--- src/rtl/core/wfs_pkg.sv ---
`default_nettype none
// ----------------------------------------------------------------------------
// wfs_pkg - shared types and constants for the wave grid step unit
// Grid geometry, fixed-point formats, CORDIC angle table, FSM and handshake
// structs used between the controller and the datapath.
// ----------------------------------------------------------------------------
package wfs_pkg;

  // Grid geometry and cell format
  localparam int GRID_COLS = 120;
  localparam int GRID_ROWS = 40;
  localparam int CELL_BITS = 32;
  localparam int NCELLS    = GRID_COLS * GRID_ROWS;
  localparam int ADDR_W    = $clog2(NCELLS);
  localparam int CIDX_W    = $clog2(GRID_COLS);
  localparam int RIDX_W    = $clog2(GRID_ROWS);
  localparam int NUM_RAMS  = 3;
  localparam int SEL_W     = $clog2(NUM_RAMS);

  // Port field widths
  localparam int KIND_W  = 2;
  localparam int COL_W   = 7;
  localparam int ROW_W   = 6;
  localparam int VALUE_W = 32;
  localparam int CFG_W   = 16;
  localparam int APB_AW  = 3;
  localparam int APB_DW  = 32;

  // Source position in tenths of a column
  localparam int TENTHS_W  = 12;
  localparam int QUOT_W    = TENTHS_W - 3;
  localparam int POS_RESET = 600;
  localparam int POS_STEP  = 6;
  localparam int A_LIMIT   = (GRID_COLS - 5) * 10;
  localparam int B_LIMIT   = 50;

  // Stencil sweep: reads run one column ahead, then the pipeline drains
  localparam int SWEEP_LEN = NCELLS + GRID_ROWS + 6;
  localparam int SWEEP_W   = $clog2(SWEEP_LEN);

  // Datapath widths
  localparam int WIDE_W = 2 * CELL_BITS + 8;
  localparam int LAP_W  = CELL_BITS + 3;
  localparam int NV_W   = CELL_BITS + 5;
  localparam int PG_W   = LAP_W + 17;
  localparam int PD_W   = NV_W + 17;
  localparam int Q16_ROUND = 32768;

  // Source amplitudes and sine generator
  localparam logic [31:0] PHASE_STEP = 32'd273426110;
  localparam int SRC_AMP_Q = 30;
  localparam int SPIN_AMP  = 786432;
  localparam int POKE_AMP  = 983040;
  localparam int CORDIC_X0 = 19898;
  localparam int CORDIC_W  = 20;
  localparam int CORDIC_N  = 16;
  localparam int CSTEP_W   = $clog2(CORDIC_N);

  localparam logic signed [WIDE_W-1:0] CELL_MAX =
    WIDE_W'((128'sd1 <<< (CELL_BITS - 1)) - 128'sd1);
  localparam logic signed [WIDE_W-1:0] CELL_MIN = -CELL_MAX - WIDE_W'(1);
  localparam logic signed [WIDE_W-1:0] VAL_MAX  = WIDE_W'(64'sd2147483647);
  localparam logic signed [WIDE_W-1:0] VAL_MIN  = -VAL_MAX - WIDE_W'(1);

  // Register map (index = paddr[2])
  localparam logic REG_WAVE_GAIN = 1'b0;
  localparam logic REG_DAMPING   = 1'b1;
  localparam logic [CFG_W-1:0] GAIN_RESET = 16'd13107;
  localparam logic [CFG_W-1:0] DAMP_RESET = 16'd62915;

  // Initial grid roles
  localparam logic [SEL_W-1:0] SEL_CUR0 = SEL_W'(0);
  localparam logic [SEL_W-1:0] SEL_PRV0 = SEL_W'(1);
  localparam logic [SEL_W-1:0] SEL_WRK0 = SEL_W'(2);

  typedef enum logic [KIND_W-1:0] {
    KIND_TICK    = 2'd0,
    KIND_POKE    = 2'd1,
    KIND_MEASURE = 2'd2,
    KIND_READ    = 2'd3
  } kind_t;

  typedef enum logic [3:0] {
    ST_CLEAR,
    ST_IDLE,
    ST_DECODE,
    ST_SWEEP,
    ST_SRC_A,
    ST_SRC_B,
    ST_POKE_RD,
    ST_POKE_WR,
    ST_READ_RD,
    ST_FINISH
  } state_t;

  typedef struct packed {
    logic clr_step;
    logic accept;
    logic sweep_step;
    logic src_a_wr;
    logic src_b_wr;
    logic rotate;
    logic poke_rd;
    logic poke_wr;
    logic read_rd;
    logic load_out;
  } ctrl_cmd_t;

  typedef struct packed {
    logic  clr_last;
    logic  sweep_last;
    kind_t kind;
    logic  poke_ok;
    logic  read_ok;
    logic  out_free;
  } dp_stat_t;

  // CORDIC angle table, turn fraction with 2^32 = 2*pi
  function automatic logic signed [31:0] atan_turn(input logic [CSTEP_W-1:0] idx);
    logic signed [31:0] r;
    case (idx)
      4'd0:    r = 32'sd536870912;
      4'd1:    r = 32'sd316933406;
      4'd2:    r = 32'sd167458907;
      4'd3:    r = 32'sd85004756;
      4'd4:    r = 32'sd42667331;
      4'd5:    r = 32'sd21354465;
      4'd6:    r = 32'sd10679838;
      4'd7:    r = 32'sd5340245;
      4'd8:    r = 32'sd2670163;
      4'd9:    r = 32'sd1335087;
      4'd10:   r = 32'sd667544;
      4'd11:   r = 32'sd333772;
      4'd12:   r = 32'sd166886;
      4'd13:   r = 32'sd83443;
      4'd14:   r = 32'sd41722;
      4'd15:   r = 32'sd20861;
      default: r = 32'sd0;
    endcase
    return r;
  endfunction

  // x / 10 by reciprocal multiply, exact over the whole input range
  function automatic logic [QUOT_W-1:0] div10(input logic [TENTHS_W-1:0] x);
    logic [TENTHS_W+12:0] p;
    p = (TENTHS_W + 13)'(x) * (TENTHS_W + 13)'(6554);
    return p[TENTHS_W+12:16];
  endfunction

  function automatic logic signed [CELL_BITS-1:0] sat_cell(
    input logic signed [WIDE_W-1:0] v);
    logic signed [WIDE_W-1:0] r;
    if (v > CELL_MAX) r = CELL_MAX;
    else if (v < CELL_MIN) r = CELL_MIN;
    else r = v;
    return r[CELL_BITS-1:0];
  endfunction

  function automatic logic signed [VALUE_W-1:0] sat_value(
    input logic signed [WIDE_W-1:0] v);
    logic signed [WIDE_W-1:0] r;
    if (v > VAL_MAX) r = VAL_MAX;
    else if (v < VAL_MIN) r = VAL_MIN;
    else r = v;
    return r[VALUE_W-1:0];
  endfunction

endpackage
`default_nettype wire

--- src/rtl/core/wfs_ctrl.sv ---
`default_nettype none
// ----------------------------------------------------------------------------
// wfs_ctrl - sequencing state machine
// Runs the post-reset clear, decodes each request and steps the datapath
// through sweep, source writes, poke, read and result hand-off.
// ----------------------------------------------------------------------------
module wfs_ctrl import wfs_pkg::*; (
  input  logic      clk,
  input  logic      rst,
  input  logic      in_valid,
  output logic      in_ready,
  input  dp_stat_t  stat,
  output ctrl_cmd_t cmd
);

  state_t state;
  state_t state_next;

  // state register
  always_ff @(posedge clk) begin
    if (rst) begin
      state <= ST_CLEAR;
    end else begin
      state <= state_next;
    end
  end

  // next state
  always_comb begin
    state_next = state;
    case (state)
      ST_CLEAR: begin
        if (stat.clr_last) state_next = ST_IDLE;
      end
      ST_IDLE: begin
        if (in_valid) state_next = ST_DECODE;
      end
      ST_DECODE: begin
        case (stat.kind)
          KIND_TICK:    state_next = ST_SWEEP;
          KIND_POKE:    state_next = stat.poke_ok ? ST_POKE_RD : ST_FINISH;
          KIND_MEASURE: state_next = ST_FINISH;
          KIND_READ:    state_next = stat.read_ok ? ST_READ_RD : ST_FINISH;
          default:      state_next = ST_FINISH;
        endcase
      end
      ST_SWEEP: begin
        if (stat.sweep_last) state_next = ST_SRC_A;
      end
      ST_SRC_A:   state_next = ST_SRC_B;
      ST_SRC_B:   state_next = ST_FINISH;
      ST_POKE_RD: state_next = ST_POKE_WR;
      ST_POKE_WR: state_next = ST_FINISH;
      ST_READ_RD: state_next = ST_FINISH;
      ST_FINISH: begin
        if (stat.out_free) state_next = ST_IDLE;
      end
      default: state_next = ST_CLEAR;
    endcase
  end

  // command outputs
  always_comb begin
    cmd      = '0;
    in_ready = 1'b0;
    case (state)
      ST_CLEAR: cmd.clr_step = 1'b1;
      ST_IDLE: begin
        in_ready   = 1'b1;
        cmd.accept = in_valid;
      end
      ST_SWEEP:   cmd.sweep_step = 1'b1;
      ST_SRC_A:   cmd.src_a_wr = 1'b1;
      ST_SRC_B: begin
        cmd.src_b_wr = 1'b1;
        cmd.rotate   = 1'b1;
      end
      ST_POKE_RD: cmd.poke_rd = 1'b1;
      ST_POKE_WR: cmd.poke_wr = 1'b1;
      ST_READ_RD: cmd.read_rd = 1'b1;
      ST_FINISH:  cmd.load_out = stat.out_free;
      default: begin
        cmd      = '0;
        in_ready = 1'b0;
      end
    endcase
  end

endmodule
`default_nettype wire

--- config.mk ---
export PLATFORM = sky130hd
export DESIGN_NAME = wfs_ctrl
export DESIGN_NICKNAME = d
export VERILOG_FILES = /design/src/rtl/core/wfs_pkg.sv /design/src/rtl/core/wfs_ctrl.sv
export SDC_FILE = /design/constraint.sdc
export NUM_CORES = 1
export LEC_CHECK = 0
export BUFFER_PORTS_ARGS = -buffer_cell sky130_fd_sc_hd__buf_2
export CAP_MARGIN = 20
export CORE_AREA = 2 2 39 41
export CTS_CLUSTER_SIZE = 30
export DETAILED_ROUTE_END_ITERATION = 10
export DIE_AREA = 0 0 41 43
export PLACE_DENSITY = 0.62
export SYNTH_ARGS = -nofsm -noshare
export SYNTH_HDL_FRONTEND = slang
export SYNTH_SLANG_ARGS = --single-unit
--- constraint.sdc ---
create_clock -name clk -period 1.29 [get_ports clk]
set_input_delay 0.0645 -clock clk [delete_from_list [all_inputs] [get_ports clk]]
set_output_delay 0.0645 -clock clk [all_outputs]
set_load 0.005 [all_outputs]
==> impl_metrics.toml, run 1 <==
[outcome]
violations = "negative setup slack"
status = "complete, but fails checks"

[synth]
synth_edf_count = 0
synth.area.mux_share_pct = 9.71
yosysMostFrequentCell = "nor3_1"
synth_nets = 68
synth_top_family_by_area = "simple AND/OR/NAND/NOR gates"
synth-xor-area-share_pct = 0
avgSynthCellArea_um2 = 7.33
syn_inst = 58
netlist-cell-type-count = 30
synthesis.area_um2 = 425
synth-main-ff-cell = "dfxtp_1"
ys_ff_latch = 4
synth_seq_area_share_pct = 18.8
synth_top_area_share_pct = 18.8
async_flop_share_pct = 0
ys_warn_count = 0
yosysTopAreaCell = "dfxtp_1"
synthSimpleGateAreaFrac_pct = 38.5
synth_compound_area_share_pct = 22.4
synth-adder-area-share_pct = 0
yosys-top-cells-count = "nor3_1, nand2_1, dfxtp_1"
synthTopCellsByArea = "dfxtp_1, nor3_1, mux2i_1"

[sta]
fin_crit_ns = 1.38
skew_ns = 0.00810
fmax_mhz = 723
hold_viol = 0
slew_viol_final = 0
rsz0062_at_grt = "yes"
setup_ws_ns = -0.0931
finalSetupViolCount = 8
worstMarginPinSlew_ns = 0.224
whs_ns = 0.0256
finalCritPeriodShare_pct = 107
relSlewSlack_pct = 84.8

[cells_and_area]
reg_top3 = "state (4)"
syn_to_final_growth_pct = 74.1
largest_reg_flops = 4
multi_input_area_um2 = 374
finalInstanceArea_um2 = 741
max_flop_register = "state"
drive_gt1_share_pct = 58.4
final_nets = 101
seq_area_um2 = 82.6
n_antenna_cell = 0
n_fill_cell = 133

[critical_path]
reg2reg_from = "state[1]"
slowest_stage = "dfxtp_2"
worstSetupStartpointType = "register"
path_class = "reg -> out"
path_buf_inv = 2
cp_max_fo = 4
worstPathRequired_ns = 1.23
crit_path_end_kind = "output pin"
cpPeakStageDelay_ns = 0.32
cpLargestDelayFamily = "simple AND/OR/NAND/NOR gates"
reg2reg_slack_ns = -0.05
rr_worst_depth = 5
worstPathCellList = "buf_6 > or2b_4 > nor3_4 > and2_1 > buf_2"
crit_start = "state[1]"
arrival_ns = 1.32
reg2reg_to = "state[1]"

[global_routing]
overflow = 0
grt_pass1_vias = 494
antenna_found_initial = 0
grt_pass1_wl_um = 1900
grt_max_degree = 14
track_usage_pct = 16.0

[placement]
dp_hpwl_um = 852
gp_congestion = 0.794
numPortBuffers = 20
dpl_cell_area_um2 = 579

[route]
antenna_left = 0
drt_iter0_drc = 5
wl_um = 1230
dr_total_vias = 552
avgRoutedWirePerCell_um = 11.7
first_pass_iters = 4
drc = 0
viasPerCell = 5.26

[cts]
clk_transition_reported_paths_ns = 0.04
cts_hold_buf = 0
insertion_delay_ns = 0.25
root_buffer = "clkbuf_4"
htreeDepth = 1
cts_buffers = 3
cts_tree = "yes"
cts_buffer_depth = 2
clock-sinks = 4

[pwr]
power.density_nw_per_um2 = 1540
ir_drop_mv = 0.568
leakage_uw = 0.000330

[run]
maxCapViolations = 0

[hold_path]
hp-class = "in -> reg"
min_to = "state[1]"
holdPathStages = 2
hold_path.startpoint = "rst"

[floorplanning]
ios = 21
fp.dieH_um = 43
rows = 14
chipWidth_um = 41
die-area_um2 = 1760
core_um2 = 1380
start_util_pct = 30.7
-- where the power goes --
| part | switching (µW) | total, µW | internal (µW) |
|---|---|---|---|
| sequential | 21.2 | 181 | 160 |
| clock | 59.1 | 164 | 105 |
| combinational | 363 | 800 | 437 |
| total | 443 | 1140 | 701 |
-- final cells by class --
class / count / share of cell area [%]
Clock buffer: 3 / 3.04
Inverter: 3 / 1.52
Sequential cell: 4 / 11.1
Timing Repair Buffer: 34 / 31.1
Tap cell: 16 / 2.70
Multi-Input combinational cell: 45 / 50.5
-- placed cells by master (no fill, tap or decap), types with 3 or more instances in the layout --
master    count
inv_1         3
clkbuf_4      3
buf_2        19
nor3_4        3
nor3_1        3
buf_4         9
mux2i_1       3
buf_6         6
nand2_1       5
-- cell families (layout without fill, tap and decap cells) --
| kind of cell | after synthesis | count (layout) |
|---|---|---|
| DFF | 4 | 4 |
| buffers and inverters | 9 | 40 |
| and+or+nand+nor | 29 | 29 |
| AOI/OAI and AO/OA | 12 | 12 |
| muxes | 4 | 4 |
-- stage by stage --
step	setup TNS (ns)	worst slack [ns]	cells	util, %	power, µW
6_report	-0.321	-0.0931	105	53.5	1140
5_1_grt	-1.02	-0.130	105	53.5	1220
4_1_cts	-0.399	-0.131	105	49.2	1060
3_5_place_dp	-0.00633	-0.00469	97	41.9	744
3_3_place_gp	0	0.0306	97	41.9	734
2_1_floorplan	-0.0235	-0.0235	58	-	547
-- routing by layer --
layer | vias to the layer above | part of all wire, % | track usage (%)
li1 | 272 | - | -
met1 | 262 | 41 | 16.4
met2 | 15 | 54 | 27.2
met3 | 3 | 3.3 | 3.14
met4 | 0 | 2.2 | 10.0
met5 | - | 0 | 0
-- how the worst max path moves through the flow --
stage,cells past startpoint,end,slack [ns]
after floorplan,5,state[1],-0.02
after global placement,4,state[1],0.03
after detailed placement,4,state[1],-0.005
after CTS,5,cmd[8],-0.13
after global routing,5,cmd[8],-0.13
final,5,cmd[8],-0.09
-- repair_timing --
item                                    in CTS  in global routing
endpoints found under the setup margin       8                 13
pin swaps                                    5                  6
buffers inserted                             5                  0
resized for setup                           12                 12
No activity file was read; power rests on OpenSTA's default activity.
==> inputs of run 2 (changes only) <==
HOLD_SLACK_MARGIN = 0.05   (was not set)
PLACE_DENSITY = 0.6   (was 0.62)
clock period = 1.47 ns   (was 1.29 ns; I/O delays follow)
==> run 2 against run 1 <==
- sequential power down 14%
- global-route usage is 2.7 points lower
- via count fell by 14%
- the flow now finishes without violations
- count of clock-buffer cells in the layout unchanged
==> impl_metrics.toml, run 2 (same netlist as run 1, synthesis figures left out) <==
[cts]
htreeDepth = 1
cts_buffer_depth = 2
clock-sinks = 4
clk_transition_reported_paths_ns = 0.04
root_buffer = "clkbuf_4"
cts_tree = "yes"
cts_buffers = 3
insertion_delay_ns = 0.24
cts_setup_buffers = 0

[cells_and_area]
reg_top3 = "state (4)"
syn_to_final_growth_pct = 38.8
multi_input_area_um2 = 309
largest_reg_flops = 4
n_antenna_cell = 0
final_common_cell = "buf_2"
n_fill_cell = 152
max_flop_register = "state"
final_nets = 93
mostFrequentLayoutCells = "buf_2, nor3_1, nand2_1, buf_4, dfxtp_1"
drive_gt1_share_pct = 40.7
seq_area_um2 = 80.1

[critical_path]
crit_path_end_kind = "output pin"
worstPathRequired_ns = 1.40
reg2reg_from = "state[3]"
rr_worst_depth = 3
worstSetupStartpointType = "register"
path_class = "reg -> out"
arrival_ns = 1.33
crit_start = "state[1]"
reg2reg_to = "state[1]"
cp-endpoint = "cmd[8]"
cp_max_fo = 11
reg2reg_slack_ns = 0.16

[sta]
setup_ws_ns = 0.0694
setup_tns_ns = 0
relSlewSlack_pct = 85.2
whs_ns = 0.148
fin_crit_ns = 1.40
finalSetupViolCount = 0
skew_ns = 0.00721
slew_viol_final = 0
fmax_mhz = 714
finalCritPeriodShare_pct = 95.3
rsz0062_at_grt = "no"
hold_viol = 0
worstMarginPinSlew_ns = 0.218

[pwr]
ir_drop_mv = 0.725
power.density_nw_per_um2 = 1280
leakage_uw = 0.000279

[hold_path]
holdPathStages = 3
hp-class = "in -> reg"

[route]
avgRoutedWirePerCell_um = 10.3
drt_iter0_drc = 5
drc = 0
first_pass_iters = 4
wl_um = 997
antenna_left = 0
dr_total_vias = 475
viasPerCell = 4.90

[placement]
gp_congestion = 0.769
pre_cts_slack_ns = 0.173
dp_hpwl_um = 792
numPortBuffers = 20

[outcome]
status = "finished clean"

[floorplanning]
fp.dieH_um = 43
start_util_pct = 30.7
ios = 21
die-area_um2 = 1760
chipWidth_um = 41
rows = 14
core_um2 = 1380

[global_routing]
overflow = 0
antenna_found_initial = 0
grt_max_degree = 15
grt_pass1_wl_um = 1590
grt_pass1_vias = 398
track_usage_pct = 13.3

[run]
maxCapViolations = 0
## run 2: changes by cell type in the layout (fill, tap and decap cells not counted), moves of 2 or more
cell     change
buf_6        -6
nor3_1       +3
buf_4        -4
dfxtp_1      +2
nor3_4       -3
dfxtp_2      -2
## run 2: metrics by stage
step	std cells	instance area [µm²]	utilization (%)	total power [µW]
after floorplan	58	425	-	474
after global placement	93	549	39.7	601
after detailed placement	93	549	39.7	605
after CTS	97	587	42.4	754
after global routing	97	591	42.7	831
final	97	591	42.7	755
## run 2: repair_timing
item / CTS / global route
hold buffers: 1 / 0
gates resized for setup: 1 / 1
pin swaps: 0 / 0
hold endpoints to repair: 1 / 0
setup endpoints to repair: 1 / 1
## run 2: worst min-delay path by stage
stage | from | to | slack, ns
floorplan | rst | state[1] | 0.14
global placement | rst | state[1] | 0.29
detailed placement | rst | state[1] | 0.29
CTS | stat[5] | state[1] | 0.14
global route | stat[5] | state[1] | 0.15
finish | stat[5] | state[1] | 0.15
## run 2: area by class of cell
cell class              instances  share of cell area [%]
inverters                       3                    1.91
repair buffers                 26                    25.0
multi-input cells              45                    52.3
clock buffers                   3                    3.81
flip-flops and latches          4                    13.6
well taps                      16                    3.39
## run 2: power breakdown
group          switching, µW  internal (µW)
Sequential              18.8            136
Clock                   43.1           91.1
Combinational            230            236
## run 2: worst max-delay path, stage by stage, from the launching register on
cell and delay, ns:
dfxtp_1 0.30, buf_4 0.17, or2b_4 0.28, nor3_2 0.12, and2_1 0.13, buf_2 0.10
## run 2: metal layers
| metal | GRT usage, % | vias to the layer above | wire, µm |
|---|---|---|---|
| met5 | 0 | - | 0 |
| met4 | 2.00 | 0 | 0 |
| met3 | 6.28 | 0 | 60 |
| met2 | 19.7 | 14 | 467 |
| met1 | 17.4 | 203 | 468 |
| li1 | - | 258 | - |
==> inputs of run 3 (changes only) <==
SETUP_SLACK_MARGIN = 0.2   (was not set)
==> run 3 against run 2 <==
- via count up 7.8%
- final area up 18%
- sequential share of layout area down 1.6 points
- total power up 21%
- critical path depth unchanged
- setup slack better by 0.034 ns
- critical path type unchanged
- largest cell class unchanged
==> impl_metrics.toml, run 3 (same netlist as run 1, synthesis figures left out) <==
[outcome]
status = "finished clean"

[cts]
clock-sinks = 4
root_buffer = "clkbuf_4"
cts_buffer_depth = 2
cts_buffers = 3
cts_tree = "yes"
clk_transition_reported_paths_ns = 0.04
insertion_delay_ns = 0.23
htreeDepth = 1

[route]
antenna_left = 0
dr_total_vias = 512
wl_um = 1230
viasPerCell = 5.12
first_pass_iters = 2
drc = 0
avgRoutedWirePerCell_um = 12.3
drt_iter0_drc = 1

[global_routing]
grt_max_degree = 15
track_usage_pct = 13.1
grt_pass1_vias = 437
antenna_found_initial = 0
overflow = 0
grt_pass1_wl_um = 1670

[critical_path]
worstPathRequired_ns = 1.40
worstSetupStartpointType = "register"
rr_worst_depth = 6
path_class = "reg -> out"
crit_path_end_kind = "output pin"
cp_max_fo = 2
arrival_ns = 1.29

[placement]
numPortBuffers = 20
dp_hpwl_um = 805
gp_congestion = 0.693
pre_cts_slack_ns = 0.148
dp.cells = 92

[pwr]
power.density_nw_per_um2 = 1310
ir_drop_mv = 0.523
p_total_uw = 913
leakage_uw = 0.000315

[floorplanning]
rows = 14
ios = 21
chipWidth_um = 41
fp.dieH_um = 43
start_util_pct = 30.7
die-area_um2 = 1760
core_um2 = 1380

[cells_and_area]
fin_cells = 100
n_fill_cell = 134
drive_gt1_share_pct = 57.1
mostFrequentLayoutCells = "buf_2, buf_6, nand2_1"
max_flop_register = "state"
n_antenna_cell = 0
syn_to_final_growth_pct = 64.4
reg_top3 = "state (4)"
multi_input_area_um2 = 368
largest_reg_flops = 4
final_common_cell = "buf_2"
final_nets = 96
seq_area_um2 = 83.8

[sta]
whs_ns = 0.156
setup_tns_ns = 0
setup_ws_ns = 0.103
fin_crit_ns = 1.37
skew_ns = 0.00248
slew_viol_final = 0
hold_viol = 0
rsz0062_at_grt = "yes"
worstMarginPinSlew_ns = 0.234
finalCritPeriodShare_pct = 93.0
finalSetupViolCount = 0
relSlewSlack_pct = 84.2
fmax_mhz = 731

[hold_path]
hp-class = "in -> reg"
holdPathStages = 3

[run]
maxCapViolations = 0
[run 3: metal layers]
metal,routed length (µm),track usage (%)
met5,0,0
met1,505,16.1
met4,0,4.00
met2,682,23.1
met3,39,0
[run 3: power breakdown]
part / internal [µW] / switching (µW) / leakage, µW
logic: 322 / 301 / 0.000267
clock network: 91.1 / 41.3 / 0.0000138
registers: 140 / 17.8 / 0.0000339
total: 554 / 360 / 0.000315
[run 3: final timing paths]
| kind | from | end | slack, ns |
|---|---|---|---|
| worst max-delay path | state[0] | cmd[8] | 0.10 |
| worst min-delay path | stat[5] | state[1] | 0.16 |
| worst max register to register | state[0] | state[0] | 0.13 |
| worst min register to register | state[3] | state[1] | 0.57 |
[run 3: repair_timing]
action,in CTS,in global routing
endpoints found under the hold margin,1,0
pin swaps,2,7
hold buffers,1,0
endpoints found under the setup margin,8,13
cloned,0,1
gates resized for setup,10,13
setup buffers,3,0
[run 3: area by class of cell]
class | count | area share [%]
multi-input cells | 45 | 52.6
well taps | 16 | 2.86
repair buffers | 29 | 27.7
flip-flops and latches | 4 | 12.0
inverters | 3 | 1.61
clock buffers | 3 | 3.22
[run 3: through the flow]
| stage | instance area [µm²] | utilization [%] |
|---|---|---|
| global route | 699 | 50.5 |
| finish | 699 | 50.5 |
| global placement | 542 | 39.2 |
| floorplan | 429 | - |
| CTS | 632 | 45.7 |
| detailed placement | 542 | 39.2 |
[run 3: worst max-delay path: stages, from the launching register on]
cell and delay [ns]:
dfxtp_2 0.33, buf_6 0.09, or2b_1 0.26, nor3_2 0.15, and2_1 0.14, buf_2 0.10
